$ cat config.mk
export PLATFORM = sky130hd
export DESIGN_NAME = fpp_queue
export DESIGN_NICKNAME = d
export VERILOG_FILES = /design/src/fpp_queue.sv
export SDC_FILE = /design/constraint.sdc
export NUM_CORES = 1
export LEC_CHECK = 0
export BUFFER_PORTS_ARGS = -buffer_cell sky130_fd_sc_hd__buf_2
export CORE_MARGIN = 2
export CORE_UTILIZATION = 45
export DETAILED_ROUTE_END_ITERATION = 10
export PLACE_DENSITY_LB_ADDON = 0.3
export SYNTH_ARGS = -nofsm -noshare
export SYNTH_HDL_FRONTEND = slang
export SYNTH_SLANG_ARGS = --single-unit
$ cat constraint.sdc
create_clock -name clock -period 1.9 [get_ports clock]
set_input_delay 0.19 -clock clock [delete_from_list [all_inputs] [get_ports clock]]
set_output_delay 0.19 -clock clock [all_outputs]
set_load 0.02 [all_outputs]
$ cat src/fpp_queue.sv
`timescale 1ns / 1ps
// ----------------------------------------------------------------------------
// fpp_queue: two entry queue
// Decouples the front end from the root stages so each can stall alone.
// ----------------------------------------------------------------------------
module fpp_queue #(
   parameter int WIDTH = 8
) (
   input  logic             clock,
   input  logic             reset,
   input  logic             in_valid,
   output logic             in_ready,
   input  logic [WIDTH-1:0] in_data,
   output logic             out_valid,
   input  logic             out_ready,
   output logic [WIDTH-1:0] out_data
);

   logic [WIDTH-1:0] mem_ff [2];
   logic wr_ptr_ff, rd_ptr_ff;
   logic [1:0] count_ff;
   logic push, pop;

   assign in_ready  = (count_ff != 2'd2);
   assign out_valid = (count_ff != 2'd0);
   assign out_data  = mem_ff[rd_ptr_ff];
   assign push = in_valid && in_ready;
   assign pop  = out_valid && out_ready;

   // Pointers and fill level.
   always_ff @(posedge clock) begin
      if (reset) begin
         wr_ptr_ff <= 1'b0;
         rd_ptr_ff <= 1'b0;
         count_ff  <= 2'd0;
      end else begin
         if (push) wr_ptr_ff <= !wr_ptr_ff;
         if (pop) rd_ptr_ff <= !rd_ptr_ff;
         if (push && !pop) count_ff <= count_ff + 2'd1;
         else if (pop && !push) count_ff <= count_ff - 2'd1;
      end
   end

   // Storage.
   always_ff @(posedge clock) begin
      if (push) mem_ff[wr_ptr_ff] <= in_data;
   end

endmodule

==> reports/metrics.cfg, run 1 <==
[finish]
stdcell_area_sq_um = 963.4
nets = 87
drive_gt1_share_pct = 47.95
syn_to_final_growth_pct = 19.57
final_cell_mix = buf_2 (21), edfxtp_1 (16), mux2_2 (8), dfxtp_1 (5)
final_common_cell = buf_2
diodes = 0

[worst_setup_path]
cp.required_ps = 2130
r2r_slack_ps = 310
crit_path_cell_trace = nand2b_4 -> and2_1 -> ha_1 -> or3_1 -> a21oi_1
worstSetupPathType = flip-flop to flip-flop
cp_max_fo = 5
cp_top_family = simple AND/OR/NAND/NOR gates
crit_path_start = count_ff[0]
cp-start-kind = flip-flop
cp.arrival_ps = 1820
critPathBufInv = 0
slowest_stage = or3_1
ff2ff_path_depth = 5
regToRegEndpoint = count_ff[1]
endpoint = count_ff[1]
r2r-start = count_ff[0]
cpPeakStageDelay_ps = 370
end_kind = flip-flop
cp.depth = 5

[global_routing]
grt.met3_usage_pct = 3.529
grt_pass1_vias = 440
gr-max-usage-layer = met2
met2_usage_pct = 21.39
grt_pass1_wl_um = 1773
grt_antenna_before_repair = 0
grt-ovfl-total = 0
grt_use_met1_pct = 12.98
grt_max_degree = 12
track_usage_pct = 12.23

[synthesis]
ys.warnings.count = 0
syn_area_sq_um = 805.8
syn_nets = 62
synth_area_per_cell_sq_um = 16.44
yosys.area_share.simple_pct = 7.143
ys_types = 17
synth_seq_cells = 21
yosys-mux-area-fraction_pct = 11.18
synth-adder-area-share_pct = 1.553
synth_compound_area_share_pct = 3.727
synthXorXnorAreaFrac_pct = 3.261
syn_inst = 49
synth_top_family_by_area = multiplexers
ys_seq_area_share_pct = 72.05

[power]
p_per_area_mw_per_mm2 = 1313
p_leak_uw = 0.0003818
finalPower_uw = 1265
vdd_drop_max_mv = 0.7950

[placed_design]
dp_hpwl_um = 865.2
port_buffers = 21
dpl-instance-area_sq_um = 937.1
gp_congestion = 0.6401
pre_cts_slack_ps = 334.6

[timing]
setup_viol = 0
period_share_pct = 83.62
setup_tns_ps = 0
fmax_ghz = 0.6294
slew_violations = 0
layout_setup_ws_ps = 311.2
rsz0062_at_grt = no
worstMarginPinSlew_ps = 385.8
final-hold-violation-count = 0
skew_ps = 1.029
period_needed_ps = 1589
holdWs_ps = 85.59
maxSlewHeadroom_pct = 74.28

[cts]
ctsRootBufferMaster = clkbuf_4
post_cts_buffers = 0
clock_latency_ps = 280
cts_tree = built
cts_hold_buf = 0
path_clk_slew_ps = 100
cts_max_path_buffers = 2
htreeDepth = 1
cts_made_buffers = 3
clock-sinks = 21
ctsResizeCount = 0

[die]
num_rows = 15
die_w_um = 46.32
core_sq_mm = 0.001708
die_area_sq_mm = 0.002145
num_io_pins = 22
start_util_pct = 47.18
die_h_um = 46.32

[routing]
drcViolationCount = 0
vias = 465
drt_iter0_markers = 5
wl_um = 1131
viasPerCell = 4.745
firstDrtPassIters = 3
antenna_left = 0
wl_per_cell_um = 11.54

[status]
outcome = finished clean

[worst_hold_path]
hold_path_class = input port to flip-flop

[flow_run]
cap_violations = 0

## per-stage QoR
stage / instances / utilization (%)
5_1_grt: 98 / 56.41
6_report: 98 / 56.41
4_1_cts: 98 / 56.41
2_1_floorplan: 49 / -
3_3_place_gp: 94 / 54.87
3_5_place_dp: 94 / 54.87
## flip-flops by register name, indices dropped and copies added (netlist names), named ones only
register   cells
mem_ff        16
rd_ptr_ff      1
wr_ptr_ff      1
count_ff       2
## per-layer routing
metal,share of wire [%],vias up
met1,41,221
li1,-,227
met3,5.1,2
met5,0,-
met4,1.2,0
met2,52,15
## final cells by class
type | count | area, sq um
fillers | 143 | 744.5
clock buffers | 4 | 26.28
repair buffers | 21 | 105.1
multi-input cells | 26 | 216.5
well taps | 25 | 31.28
flip-flops and latches | 21 | 580.6
inverters | 1 | 3.754
## report_power, final
group | total [uW] | leakage [uW] | switching [uW] | internal, uW
Sequential | 642 | 0.000191 | 60.1 | 582
Combinational | 423 | 0.000176 | 231 | 193
Clock | 199 | 0.0000150 | 117 | 81.4
## cells by family after synthesis
| group | after synthesis |
|---|---|
| AND/OR/NAND/NOR | 9 |
| multiplexers | 8 |
| flip-flops | 21 |
| XOR/XNOR | 3 |
| buffers and inverters | 2 |
| AO/OA/AOI/OAI | 5 |
| adder cells (fa/ha/maj) | 1 |
## worst min path at each step
stage,startpoint,to,cells past startpoint
floorplan,reset,count_ff[1],1
global placement,in_data[7],mem_ff[0][7],1
detailed placement,in_data[7],mem_ff[1][7],1
CTS,in_data[5],mem_ff[1][5],1
global route,in_data[7],mem_ff[0][7],1
finish,in_data[5],mem_ff[1][5],1
## synth_stat cells
cell type | count | area, sq um
o21ai_0 | 2 | 10.01
mux2_2 | 8 | 90.09
dfxtp_1 | 5 | 100.1
nor2_1 | 3 | 11.26
xor2_1 | 3 | 26.28
edfxtp_1 | 16 | 480.5
inv_1 | 1 | 3.750
buf_2 | 1 | 5.000
and2_1 | 1 | 6.260
ha_1 | 1 | 12.51
a21oi_1 | 2 | 10.01
and3_1 | 1 | 6.260
or2_2 | 1 | 6.260
nand3b_1 | 1 | 7.510
a21bo_2 | 1 | 10.01
or3_1 | 1 | 6.260
nand2b_4 | 1 | 13.76
(Power assumes the default switching activity.)
==> inputs of run 2 (changes only) <==
--- a/config.mk
+++ b/config.mk
@@ -7,7 +7,7 @@
 export LEC_CHECK = 0
 export BUFFER_PORTS_ARGS = -buffer_cell sky130_fd_sc_hd__buf_2
 export CORE_MARGIN = 2
-export CORE_UTILIZATION = 45
+export CORE_UTILIZATION = 44
 export DETAILED_ROUTE_END_ITERATION = 10
 export PLACE_DENSITY_LB_ADDON = 0.3
 export SYNTH_ARGS = -nofsm -noshare
==> constraint.sdc (replaced) <==
create_clock -name clock -period 1.46 [get_ports clock]
set_input_delay 0.146 -clock clock [delete_from_list [all_inputs] [get_ports clock]]
set_output_delay 0.146 -clock clock [all_outputs]
set_load 0.02 [all_outputs]
==> run 2 against run 1 <==
Compared with the run above: die area up 2.1%; sequential power up 32%; highest routed layer unchanged; first-iteration DRC count down 20%; via count up 6.0%; cell count up 6.1%; design area up 7.0%; non-clock buffer count up 6; combinational power up 57%; largest power group unchanged.
==> reports/metrics.cfg, run 2 (synthesized netlist as in run 1, its figures left out) <==
[flow_run]
cap_violations = 0

[cts]
ctsRootBufferMaster = clkbuf_4
clock-sinks = 21
cts_max_path_buffers = 2
cts_tree = built
clock_latency_ps = 290
htreeDepth = 1
cts_hold_buf = 0
cts_made_buffers = 3
path_clk_slew_ps = 110

[global_routing]
grt_max_degree = 12
track_usage_pct = 11.35
grt_antenna_before_repair = 0
grt-ovfl-total = 0
grt_pass1_wl_um = 1587
grt_pass1_vias = 384

[routing]
drcViolationCount = 0
wl_um = 1245
viasPerCell = 4.740
wl_per_cell_um = 11.97
antenna_left = 0
drt_iter0_markers = 4
firstDrtPassIters = 4
vias = 493

[worst_hold_path]
min_from = in_data[3]
hold_path_class = input port to flip-flop
min_to = mem_ff[0][3]
holdPathStages = 1

[finish]
diodes = 0
largest_register_ffs = 16
final_common_cell = buf_2
final_cell_mix = buf_2 (21), edfxtp_1 (16), mux2_2 (8), buf_4 (6)
utilization_pct = 59.71
regMostFlops = mem_ff
final_cells = 104
drive_gt1_share_pct = 58.23
nets = 93
syn_to_final_growth_pct = 27.95
top_regs = mem_ff: 16 flops, count_ff: 2 flops

[worst_setup_path]
cp-start-kind = flip-flop
critPathBufInv = 0
ff2ff_path_depth = 6
slowest_stage = dfxtp_2
cp_top_family = simple AND/OR/NAND/NOR gates
cp_max_fo = 4
cpPeakStageDelay_ps = 350
worstSetupPathType = flip-flop to flip-flop
end_kind = flip-flop
cp.required_ps = 1690
r2r-start = count_ff[0]
crit_path_cell_trace = nand2b_4 -> and2_1 -> ha_4 -> xor2_1 -> or3_1 -> a21oi_1
r2r_slack_ps = 30
cp.arrival_ps = 1660
regToRegEndpoint = count_ff[1]

[die]
die_h_um = 46.80
num_rows = 15
die_area_sq_mm = 0.002190
die_w_um = 46.80
start_util_pct = 46.67
core_sq_mm = 0.001727
num_io_pins = 22

[power]
p_leak_uw = 0.0004140
finalPower_uw = 1774
vdd_drop_max_mv = 0.8143
p_per_area_mw_per_mm2 = 1721

[timing]
setup_viol = 0
fmax_ghz = 0.6994
worstMarginPinSlew_ps = 321.1
period_share_pct = 97.94
skew_ps = 4.625
setup_tns_ps = 0
final-hold-violation-count = 0
slew_violations = 0
maxSlewHeadroom_pct = 78.57
period_needed_ps = 1430
layout_setup_ws_ps = 30.13

[placed_design]
gp_congestion = 0.6450
port_buffers = 21
dp_hpwl_um = 816
place_inst = 97
pre_cts_slack_ps = 8.938

[status]
outcome = finished clean

run 2: changes by cell type in the layout (fill, tap and decap cells not counted), sizes merged:
cell,previous run,this run
buf,21,27
run 2: repair_timing:
| item | in CTS | in global routing |
|---|---|---|
| endpoints found under the setup margin | 9 | 3 |
| pin swaps | 0 | 1 |
| setup buffers | 2 | 1 |
| gates cloned | 0 | 0 |
| gates resized for setup | 2 | 2 |
run 2: power by group:
part           internal (uW)  leakage, uW  switching [uW]
registers                770     0.000192            79.4
logic                    339     0.000207             326
clock network            106    0.0000150             153
total                   1210     0.000414             559
run 2: per-layer routing:
layer / vias up / wire length (um) / GRT usage [%]
li1: 240 / - / -
met1: 234 / 512 / 12.85
met2: 17 / 643 / 17.81
met3: 2 / 76 / 3.846
met4: 0 / 12 / 8.333
met5: - / 0 / 0
run 2: final cells by class:
cell class              count  area, sq um
inverters                   1        3.754
fillers                   158        695.7
well taps                  25        31.28
flip-flops and latches     21        586.8
multi-input cells          26        232.7
clock buffers               4        26.28
repair buffers             27        150.1
run 2: worst max-delay path by stage:
stage / start / to / slack [ps] / depth (start not counted)
floorplan: count_ff[0] / count_ff[1] / 2 / 6
global route: count_ff[0] / count_ff[1] / -10 / 6
finish: count_ff[0] / count_ff[1] / 30 / 6
detailed placement: count_ff[1] / count_ff[1] / 9 / 4
global placement: count_ff[1] / count_ff[1] / 40 / 4
CTS: count_ff[1] / count_ff[1] / 20 / 4
run 2: metrics by stage:
step | instance area [sq um] | hold WS [ps]
floorplan | 819.5 | 211.0
global placement | 973.4 | 335.2
detailed placement | 973.4 | 337.8
CTS | 1017 | 27.14
global route | 1031 | 20.70
finish | 1031 | 36.95
