## config.mk

```make
export PLATFORM = sky130hd
export DESIGN_NAME = fpp_front
export DESIGN_NICKNAME = d
export VERILOG_FILES = /design/src/fpp_pkg.sv /design/src/fpp_front.sv
export SDC_FILE = /design/constraint.sdc
export NUM_CORES = 1
export LEC_CHECK = 0
export BUFFER_PORTS_ARGS = -buffer_cell sky130_fd_sc_hd__buf_2
export CORE_MARGIN = 4
export CORE_UTILIZATION = 25
export DETAILED_ROUTE_END_ITERATION = 8
export HOLD_SLACK_MARGIN = 0.15
export PLACE_DENSITY = 0.38
export SYNTH_ARGS = -nofsm -noshare
export SYNTH_HDL_FRONTEND = slang
export SYNTH_SLANG_ARGS = --single-unit
```

## constraint.sdc

```tcl
create_clock -name clock -period 15.7 [get_ports clock]
set_clock_uncertainty 0.1 [all_clocks]
set_input_delay 3.14 -clock clock [delete_from_list [all_inputs] [get_ports clock]]
set_output_delay 3.14 -clock clock [all_outputs]
set_load 0.03 [all_outputs]
```

## src/fpp_pkg.sv

```systemverilog
`timescale 1ns / 1ps
// ----------------------------------------------------------------------------
// fpp_pkg: shared constants for the face point projector
// Holds the register indexes, reset values, seed codes and the face height
// table that is used by the front end.
// ----------------------------------------------------------------------------
package fpp_pkg;

   // Register indexes of the configuration port.
   localparam logic [1:0] CSR_FREQUENCY = 2'd0;
   localparam logic [1:0] CSR_SEED      = 2'd1;

   // Reset values of the configuration registers.
   localparam logic [7:0] FREQUENCY_RESET = 8'd1;
   localparam logic [1:0] SEED_RESET      = 2'd2;

   // Seed solid codes.
   localparam logic [1:0] SEED_TETRA = 2'd0;
   localparam logic [1:0] SEED_OCTA  = 2'd1;
   localparam logic [1:0] SEED_ICOSA = 2'd2;

   // Width of the squared face height, held in Q32.
   localparam int HEIGHT_BITS = 32;

   // Squared face height in Q32; the unused code takes the icosahedron value.
   function automatic logic [HEIGHT_BITS-1:0] height_sq(input logic [1:0] seed);
      logic [HEIGHT_BITS-1:0] h;
      case (seed)
         SEED_TETRA: h = 32'd178956971;
         SEED_OCTA:  h = 32'd715827883;
         SEED_ICOSA: h = 32'd2453178649;
         default:    h = 32'd2453178649;
      endcase
      return h;
   endfunction

endpackage

```

## src/fpp_front.sv

```systemverilog
`timescale 1ns / 1ps
// ----------------------------------------------------------------------------
// fpp_front: grid check and vector setup
// Four stage pipeline that checks the grid point and forms the squared
// vector terms and their sum for the root stages.
// ----------------------------------------------------------------------------
module fpp_front
   import fpp_pkg::*;
#(
   parameter int FB = 8,
   parameter int NW = 2 * FB + 36,
   parameter int SW = NW + 2
) (
   input  logic          clock,
   input  logic          reset,
   input  logic          in_valid,
   output logic          in_ready,
   input  logic [7:0]    row_index,
   input  logic [7:0]    column_index,
   input  logic [7:0]    frequency,
   input  logic [1:0]    seed,
   output logic          out_valid,
   input  logic          out_ready,
   output logic          out_err,
   output logic [SW-1:0] out_s,
   output logic [NW-1:0] out_nx,
   output logic [NW-1:0] out_ny,
   output logic [NW-1:0] out_nz
);

   logic en;
   logic [19:0] i_ext, j_ext, f_ext;
   logic [FB-1:0] i_m, j_m, f_m;
   logic err_in;

   logic v1_ff, v2_ff, v3_ff, v4_ff;
   logic e1_ff, e2_ff, e3_ff, e4_ff;
   logic [FB-1:0] i1_ff, j1_ff, f1_ff;
   logic [1:0] seed1_ff;

   logic [FB+1:0] u;
   logic [2*FB-1:0] ii;
   logic [2*FB+3:0] u2_ff;
   logic [2*FB+1:0] i3_ff;
   logic [2*FB-1:0] f2_ff;
   logic [HEIGHT_BITS-1:0] h_ff;

   logic [2*FB+HEIGHT_BITS-1:0] fh;
   logic [NW-1:0] nx_ff, ny_ff, nz_ff;
   logic [NW-1:0] nx4_ff, ny4_ff, nz4_ff;
   logic [SW-1:0] s_ff;

   // The whole pipeline advances unless the last stage is blocked.
   assign en       = !v4_ff || out_ready;
   assign in_ready = en;

   // Only the low bits of the indexes and frequency take part.
   assign i_ext = {12'b0, row_index};
   assign j_ext = {12'b0, column_index};
   assign f_ext = {12'b0, frequency};
   assign i_m   = i_ext[FB-1:0];
   assign j_m   = j_ext[FB-1:0];
   assign f_m   = f_ext[FB-1:0];
   assign err_in = (f_m == '0) || (i_m > f_m) ||
                   (({1'b0, i_m} + {1'b0, j_m}) > {1'b0, f_m});

   // Stage products.
   assign u  = {2'b0, i1_ff} + {1'b0, j1_ff, 1'b0};
   assign ii = i1_ff * i1_ff;
   assign fh = f2_ff * h_ff;

   // Valid bits.
   always_ff @(posedge clock) begin
      if (reset) begin
         v1_ff <= 1'b0;
         v2_ff <= 1'b0;
         v3_ff <= 1'b0;
         v4_ff <= 1'b0;
      end else if (en) begin
         v1_ff <= in_valid;
         v2_ff <= v1_ff;
         v3_ff <= v2_ff;
         v4_ff <= v3_ff;
      end
   end

   // Payload stages.
   always_ff @(posedge clock) begin
      if (en) begin
         i1_ff    <= i_m;
         j1_ff    <= j_m;
         f1_ff    <= f_m;
         seed1_ff <= seed;
         e1_ff    <= err_in;

         u2_ff <= u * u;
         i3_ff <= {2'b0, ii} + {1'b0, ii, 1'b0};
         f2_ff <= f1_ff * f1_ff;
         h_ff  <= height_sq(seed1_ff);
         e2_ff <= e1_ff;

         nx_ff <= {u2_ff, 32'b0};
         ny_ff <= {2'b0, i3_ff, 32'b0};
         nz_ff <= {2'b0, fh, 2'b0};
         e3_ff <= e2_ff;

         s_ff   <= {2'b0, nx_ff} + {2'b0, ny_ff} + {2'b0, nz_ff};
         nx4_ff <= nx_ff;
         ny4_ff <= ny_ff;
         nz4_ff <= nz_ff;
         e4_ff  <= e3_ff;
      end
   end

   assign out_valid = v4_ff;
   assign out_err   = e4_ff;
   assign out_s     = s_ff;
   assign out_nx    = nx4_ff;
   assign out_ny    = ny4_ff;
   assign out_nz    = nz4_ff;

endmodule

```

==> results of run 1 <==
[flip-flops by register name (all words and copies together), names as in the netlist, 3 cells and up]
signal	count
i3_ff	16
u2_ff	19
out_ny	17
ny_ff	17
out_nx	18
out_nz	17
nx_ff	18
f1_ff	8
j1_ff	8
nz_ff	48
out_s	51
f2_ff	15
i1_ff	8
h_ff	3
[area by class of cell]
class                           count  share of cell area (%)
Antenna cell                        1                 0.00808
Timing Repair Buffer              171                    2.83
Clock inverter                     18                   0.574
Inverter                          534                    6.48
Multi-Input combinational cell   1638                    54.6
Tap cell                         1476                    5.97
Clock buffer                       48                    3.19
Sequential cell                   273                    26.4
[stage by stage]
stage	instance area [µm²]	hold WS, ps	util [%]	setup slack (ps)
after floorplan	28000	300	-	1570
after global placement	29800	301	27.2	8200
after detailed placement	29800	305	27.2	8100
after CTS	31000	316	28.3	8140
after global routing	31000	323	28.3	7610
final	31000	316	28.3	8130
[worst max-delay path, cell delays in order (launching register included)]
cell and delay (ps):
edfxtp_1 530, ha_1 290, fa_1 400, a21o_1 190, a21oi_1 210, o21bai_1 90, a21oi_1 240, xnor2_1 510
nand2_1 220, fa_1 520, fa_1 560, inv_1 60, fa_1 500, fa_1 540, inv_1 50, fa_1 540
inv_1 40, ha_1 400, a21o_1 220, a21o_1 160, a21o_1 160, a21oi_1 200, o21ai_0 100, a211o_1 270
a21oi_1 170, xnor2_1 80
[worst paths after layout]
check	startpoint	end	slack, ps	depth (start not counted)
min reg2reg	nz_ff[27]	out_s[27]	320	0
min	nz_ff[27]	out_s[27]	320	0
max reg2reg	i1_ff[1]	u2_ff[16]	8130	25
max	i1_ff[1]	u2_ff[16]	8130	25
[routing by layer]
layer	up-vias	GRT usage, %
met2	287	20.5
met1	8609	16.9
met4	0	2.41
li1	8329	-
met3	56	1.66
met5	-	0
[cells in the mapped netlist, types with 10 or more instances]
library cell / n
a21o_1: 42
a21oi_1: 99
a31oi_1: 12
and2_1: 85
and3_1: 10
buf_4: 107
clkbuf_1: 27
edfxtp_1: 269
fa_1: 334
ha_1: 359
inv_1: 534
nand2_1: 115
nand2b_1: 15
nand3_1: 21
nand4_1: 18
nor2_1: 82
nor2b_1: 21
nor3_1: 19
o21a_1: 20
o21ai_0: 52
o21bai_1: 23
xnor2_1: 100
xor2_1: 36
[cell families after synthesis]
| group | count (synthesis) | synth area share [%] |
|---|---|---|
| flip-flops | 273 | 29.4 |
| XOR/XNOR | 136 | 4.30 |
| buffers and inverters | 674 | 10.6 |
| multiplexers | 8 | 0.302 |
| adder cells (fa/ha/maj) | 693 | 40.3 |
| AO/OA/AOI/OAI | 324 | 7.80 |
| AND/OR/NAND/NOR | 403 | 7.22 |
| other | 1 | 0.0135 |
[cells in the final DEF, fill, tap and decap left out, types with 4 or more instances in the layout]
cell | synthesis | routed
a211o_1 | 5 | 5
a211oi_1 | 7 | 7
a21o_1 | 42 | 42
a21oi_1 | 99 | 99
a31oi_1 | 12 | 12
and2_1 | 85 | 85
and3_1 | 10 | 10
buf_2 | 5 | 168
clkbuf_1 | 27 | 10
clkbuf_16 | 0 | 38
clkinv_2 | 0 | 7
clkinv_4 | 0 | 4
conb_1 | 1 | 74
dfxtp_1 | 4 | 4
edfxtp_1 | 269 | 269
fa_1 | 334 | 334
ha_1 | 359 | 359
inv_1 | 534 | 534
mux2i_1 | 5 | 5
nand2_1 | 115 | 115
nand2b_1 | 15 | 14
nand3_1 | 21 | 21
nand4_1 | 18 | 18
nor2_1 | 82 | 82
nor2b_1 | 21 | 21
nor3_1 | 19 | 19
o211ai_1 | 6 | 6
o21a_1 | 20 | 20
o21ai_0 | 52 | 52
o21ai_1 | 7 | 7
o21bai_1 | 23 | 23
xnor2_1 | 100 | 100
xor2_1 | 36 | 36
==> run_results.csv, run 1 <==
group,metric,value,unit
hold_path,worst_hold_path_type,"reg2reg",
drt,dr.max_layer_used,"met4",
drt,wl_per_cell,17.2,µm
outcome,status,"finished clean",
drt,dr.first_iter.drc_count,856,
floorplanning,die_w,341,µm
timing,hold_viol,0,
yosys,synth_area_per_cell,11.0,µm²
placement,dp_hpwl,61000,µm
worst_setup_path,critPathRequiredTime,15920,ps
drt,drcViolationCount,0,
grt,antenna_found_initial,3,
yosys,netlist_area,27700,µm²
grt,grt_util_all_layers,12.2,%
timing,relSlewSlack,26.3,%
job,maxCapViolations,0,
yosys,synth_top_area_share,29.1,%
floorplanning,ioPinCount,243,
clock_network,cts_root_buf,"clkbuf_16",
yosys,yosysSeqAreaShare,29.4,%
yosys,ys_warn_count,0,
worst_setup_path,crit_type,"reg2reg",
floorplanning,start_util,25.3,%
layout,layout-drive-gt1-share,9.51,%
clock_network,cts_sinks,273,
clock_network,cts_buffers,37,
drt,wl_met3,2470,µm
layout,n_fill_cell,11500,
yosys,yosysTopAreaCell,"edfxtp_1",
placement,placed_cells,4092,
timing,fin_crit_sh,48.2,%
yosys,synthTopCellsByArea,"edfxtp_1 (29%), fa_1 (24%), ha_1 (16%)",
floorplanning,die_h,341,µm
floorplanning,rows,121,
clock_network,clk_pin_slew,50,ps
grt,grt_pass1_vias,18400,
drt,wl_met2,34200,µm
clock_network,postCtsHoldBufs,0,
timing,period_minus_slack,7570,ps
yosys,synthArstFlopShare,0,%
clock_network,ctsHtreeMaxLevel,2,
timing,setup_tns,0,ps
yosys,ys_types,77,
clock_network,cts_tree,"done",
floorplanning,fp.coreArea,109000,µm²
grt,grt_overflow,0,
timing,rsz0062_at_grt,"no",
clock_network,post_cts_buffers,0,
layout,syn_to_final_growth,11.7,%
grt,grt_first_pass_wirelength,111000,µm
placement,numPortBuffers,168,
yosys,syn_inst,2512,
layout,multi_input_area,16900,µm²
worst_setup_path,crit_fanout,12,
yosys,ys_ff_latch,273,
drt,ant_nets,0,
yosys,synth_ff_type,"edfxtp_1",
worst_setup_path,worstPathArrival,7790,ps
clock_network,clkLatencyLatePin,580,ps
worst_setup_path,worstSetupEndpointType,"flop",
timing,setup_viol,0,
drt,viasPerCell,4.16,
clock_network,cts_resized,0,
timing,maxSlewViolCount,0,
floorplanning,dieArea,116000,µm²
yosys,synth_edf_count,269,
drt,met1_length,33700,µm
placement,place_congestion,0.863,
drt,totalWireLength,71500,µm
clock_network,cts.path.max_buffers,3,
timing,worst_pin_slew,1100,ps
layout,regArea,8160,µm²
grt,grt_max_degree,161,
layout,nets,3378,
layout,finalNonFillerCells,4159,
worst_setup_path,startpoint_type,"flop",
drt,firstDrtPassIters,5,
timing,fmax,132,MHz
drt,routed-via-count,17300,
Power of run 1 is not shown: default switching activity piles up to over one toggle a cycle in this logic, so the estimate is an artifact.
==> inputs of run 2 (changes only) <==
- PLACE_DENSITY: 0.38 -> 0.39
- clock period: 15.7 -> 6.5 ns (I/O delays scaled with it)
==> run 2 against run 1 <==
Fmax is 18% higher. First-iteration DRC count is 20% lower. Register-to-register slack worse by 8000 ps. Design area is 6.0% higher. Critical path depth is 1 higher. Die area stayed put. Sequential share of layout area is 1.5 points lower. Non-clock buffer count is 163 higher. Highest routed layer is now met5.
==> run_results.csv, run 2 (synthesis gave the netlist of run 1 again) <==
group,metric,value,unit
layout,largest_register_ffs,51,
drt,firstDrtPassIters,5,
clock_network,clk_pin_slew,60,ps
timing,worst_pin_slew,1010,ps
clock_network,clkLatencyLatePin,600,ps
clock_network,cts_root_buf,"clkbuf_16",
grt,grt_max_degree,155,
clock_network,ctsHtreeMaxLevel,2,
floorplanning,dieArea,116000,µm²
floorplanning,ioPinCount,243,
layout,syn_to_final_growth,18.4,%
layout,nets,3540,
drt,dr.first_iter.drc_count,688,
drt,routed-via-count,18000,
drt,wl_per_cell,16.6,µm
timing,rsz0062_at_grt,"yes",
clock_network,cts_tree,"done",
worst_setup_path,critPathRequiredTime,6750,ps
floorplanning,die_h,341,µm
timing,fmax,156,MHz
grt,grt_first_pass_wirelength,111000,µm
floorplanning,die_w,341,µm
worst_setup_path,cp_slowest_stage_delay,570,ps
hold_path,worst_hold_path_type,"reg2reg",
timing,period_minus_slack,6390,ps
clock_network,cts_sinks,273,
worst_setup_path,crit_fanout,3,
timing,setup_viol,0,
placement,numPortBuffers,168,
floorplanning,start_util,25.3,%
drt,viasPerCell,4.16,
worst_setup_path,cp_common_cell,"fa_1",
timing,setup_tns,0,ps
clock_network,cts.path.max_buffers,3,
grt,antenna_found_initial,2,
worst_setup_path,crit_family,"adder cells",
floorplanning,rows,121,
placement,dp_hpwl,61400,µm
worst_setup_path,path_buf_inv,4,
clock_network,cts_buffers,36,
layout,postLayoutCellArea,32800,µm²
worst_setup_path,worstSetupEndpointType,"flop",
placement,dpl-instance-area,30900,µm²
layout,finalNonFillerCells,4318,
timing,hold_viol,0,
grt,grt_util_all_layers,12.3,%
grt,grt_overflow,0,
drt,drcViolationCount,0,
layout,layout_common_cells,"inv_1 (528), ha_1 (343), fa_1 (330)",
outcome,status,"finished clean",
placement,placed_cells,4232,
timing,fin_crit_sh,98.4,%
clock_network,postCtsHoldBufs,0,
layout,diodes,0,
timing,relSlewSlack,32.7,%
grt,grt_pass1_vias,19300,
job,maxCapViolations,0,
timing,maxSlewViolCount,0,
worst_setup_path,startpoint_type,"flop",
drt,ant_nets,0,
worst_setup_path,worstPathArrival,6650,ps
layout,layout-drive-gt1-share,17.7,%
floorplanning,fp.coreArea,109000,µm²
worst_setup_path,cp_slowest_cell,"fa_1",
worst_setup_path,crit_type,"reg2reg",
layout,final_common_cell,"inv_1",
drt,totalWireLength,71700,µm
placement,place_congestion,0.884,
==> run 2: cell types whose count changed in the layout (fill, tap and decap cells not counted), moves of 10 or more <==
cell,change
o21ai_0,-10
ha_4,+14
buf_4,+160
ha_1,-16
nand2_1,-13
nand2_2,+13
a21oi_1,-19
a21oi_2,+17
==> run 2: final cells by class <==
cell class / count / area (µm²)
clock buffer: 44 / 931
clock inverter: 19 / 295
fill: 11300 / 76700
inverter: 534 / 2000
multi-input combinational: 1638 / 17500
sequential: 273 / 8160
tap: 1476 / 1850
timing repair buffer: 334 / 2100
==> run 2: metal layers <==
metal	GRT usage (%)	part of all wire, %	vias up	wire [µm]
met3	1.82	3.7	69	2620
met2	20.7	48	296	34500
li1	-	-	8645	-
met1	16.5	46	8947	33000
met4	2.93	2.1	2	1480
met5	0	0.018	-	13
==> run 2: worst paths after layout <==
path | slack (ps) | from | depth (start not counted) | end
worst max-delay path | 110 | i1_ff[1] | 26 | u2_ff[16]
worst min register to register | 320 | u2_ff[19] | 0 | nx_ff[51]
worst min-delay path | 320 | u2_ff[19] | 0 | nx_ff[51]
worst max register to register | 110 | i1_ff[1] | 26 | u2_ff[16]
==> run 2: what timing repair did <==
action                     CTS  global route
setup endpoints to repair   12            23
buffers inserted             2            20
pin swaps                    4            56
cloned                       0             1
gates resized for setup     14            94
==> run 2: per-stage QoR <==
step                hold slack, ps  util [%]  setup slack, ps
global route                   321      30.0             -176
floorplan                      300         -             1.25
CTS                            318      29.4             4.96
detailed placement             305      28.2             -387
finish                         316      30.0              107
global placement               301      28.2             -385
Power of run 2 is left out for the same reason.
==> inputs of run 3 (changes only) <==
- SETUP_SLACK_MARGIN: not set -> 0.2
==> run 3 against run 2 <==
Die area unchanged. Flip-flop and latch count unchanged. Hold slack worse by 7.6 ps. Via count increased by 1.4%. Setup slack gained 14 ps. Register-to-register slack is essentially flat. First-iteration DRC count grew 28%. Critical path type unchanged. Critical endpoint is now u2_ff[19]. Largest cell class unchanged.
==> run_results.csv, run 3 (synthesis gave the netlist of run 1 again) <==
group,metric,value,unit
layout,layout-drive-gt1-share,24.7,%
worst_setup_path,crit_fanout,2,
layout,diodes,0,
timing,rsz0062_at_grt,"yes",
worst_setup_path,critPathRequiredTime,6730,ps
clock_network,cts_buffers,38,
grt,grt_pass1_vias,19400,
layout,syn_to_final_growth,23.7,%
timing,relSlewSlack,38.1,%
drt,dr.first_iter.drc_count,879,
floorplanning,dieArea,116000,µm²
grt,grt_first_pass_wirelength,114000,µm
placement,dp_hpwl,63300,µm
timing,holdWs,308,ps
clock_network,cts_tree,"done",
worst_setup_path,crit_type,"reg2reg",
floorplanning,ioPinCount,243,
floorplanning,fp.coreArea,109000,µm²
grt,grt_max_degree,116,
layout,nets,3626,
clock_network,clkLatencyLatePin,580,ps
layout,n_fill_cell,11200,
drt,wl_per_cell,17.1,µm
floorplanning,start_util,25.3,%
worst_setup_path,r2r_start,"i1_ff[1]",
grt,antenna_found_initial,2,
floorplanning,rows,121,
timing,period_minus_slack,6380,ps
layout,layout_common_cells,"inv_1 (496), ha_1 (312), fa_1 (308)",
timing,fmax,157,MHz
worst_setup_path,cp_slowest_cell,"fa_2",
drt,routed-via-count,18200,
timing,setup_viol,0,
timing,worst_pin_slew,928,ps
clock_network,clk_pin_slew,50,ps
timing,hold_viol,0,
drt,totalWireLength,75300,µm
timing,fin_crit_sh,98.1,%
floorplanning,die_w,341,µm
placement,numPortBuffers,168,
drt,viasPerCell,4.13,
clock_network,cts_root_buf,"clkbuf_16",
timing,maxSlewViolCount,0,
clock_network,ctsHtreeMaxLevel,2,
worst_setup_path,crit_start,"i1_ff[1]",
outcome,status,"finished clean",
worst_setup_path,cp_slowest_stage_delay,390,ps
floorplanning,die_h,341,µm
worst_setup_path,cp_common_cell,"buf_4",
worst_setup_path,worstPathArrival,6610,ps
drt,firstDrtPassIters,5,
hold_path,hp-start,"nz_ff[4]",
job,maxCapViolations,0,
placement,place_congestion,0.867,
clock_network,cts.path.max_buffers,3,
layout,final_common_cell,"inv_1",
worst_setup_path,worstSetupEndpointType,"flop",
layout,largest_register_ffs,51,
grt,grt_overflow,0,
drt,drcViolationCount,0,
clock_network,cts_sinks,273,
drt,ant_nets,0,
hold_path,worst_hold_path_type,"reg2reg",
grt,grt_util_all_layers,12.8,%
worst_setup_path,startpoint_type,"flop",
[run 3: changes by cell type in the layout (fill, tap and decap cells not counted), moves of 8 or more]
| cell | delta |
|---|---|
| buf_6 | +21 |
| fa_2 | +22 |
| a21oi_1 | -8 |
| nand2_1 | -9 |
| ha_1 | -31 |
| fa_1 | -22 |
| inv_1 | -32 |
| buf_4 | +63 |
| inv_2 | +31 |
| nand2_4 | +8 |
| ha_4 | +26 |
[run 3: critical path, delay by kind of cell (launching register included)]
kind / cells / cell delay (ps)
adder cells (fa/ha/maj): 2 / 600
buffers and inverters: 34 / 4110
flip-flops: 1 / 380
AND/OR/NAND/NOR: 3 / 190
AO/OA/AOI/OAI: 4 / 630
XOR/XNOR: 1 / 150
[run 3: routing by layer]
layer | up-vias | part of all wire, % | global-route usage, %
met4 | 2 | 2.0 | 2.95
met2 | 286 | 48 | 21.2
met1 | 9035 | 47 | 17.4
met5 | - | 0.027 | 0
met3 | 67 | 3.7 | 2.10
li1 | 8817 | - | -
[run 3: final timing paths]
check | end | slack (ps) | cells after the start
setup / recovery | u2_ff[19] | 120 | 44
hold / removal | out_s[4] | 310 | 0
setup reg to reg | u2_ff[19] | 120 | 44
hold reg to reg | out_s[4] | 310 | 0
[run 3: what timing repair did]
item | CTS | global route
pin swaps | 44 | 152
buffers inserted | 54 | 39
setup endpoints to repair | 20 | 29
hold buffers | 0 | 0
endpoints found under the hold margin | 0 | 0
gates resized for setup | 74 | 222
[run 3: through the flow]
step                instance area (µm²)  util, %  TNS, ps  worst slack, ps  std cells
detailed placement                31000     28.3     -792             -397       4246
CTS                               32900     30.1        0              175       4366
global route                      34300     31.3    -72.5            -42.6       4405
global placement                  31000     28.3     -780             -485       4246
floorplan                         28000        -        0              192       2585
finish                            34300     31.3        0              121       4405
[run 3: layout make-up]
| cell class | count | area (µm²) | share of cell area, % |
|---|---|---|---|
| flip-flops and latches | 273 | 8160 | 23.8 |
| clock buffers | 48 | 988 | 2.88 |
| multi-input cells | 1638 | 18200 | 53.1 |
| repair buffers | 418 | 2840 | 8.28 |
| well taps | 1476 | 1850 | 5.39 |
| inverters | 534 | 2010 | 5.86 |
| clock inverters | 18 | 218 | 0.635 |
Power of run 3 is left out for the same reason.
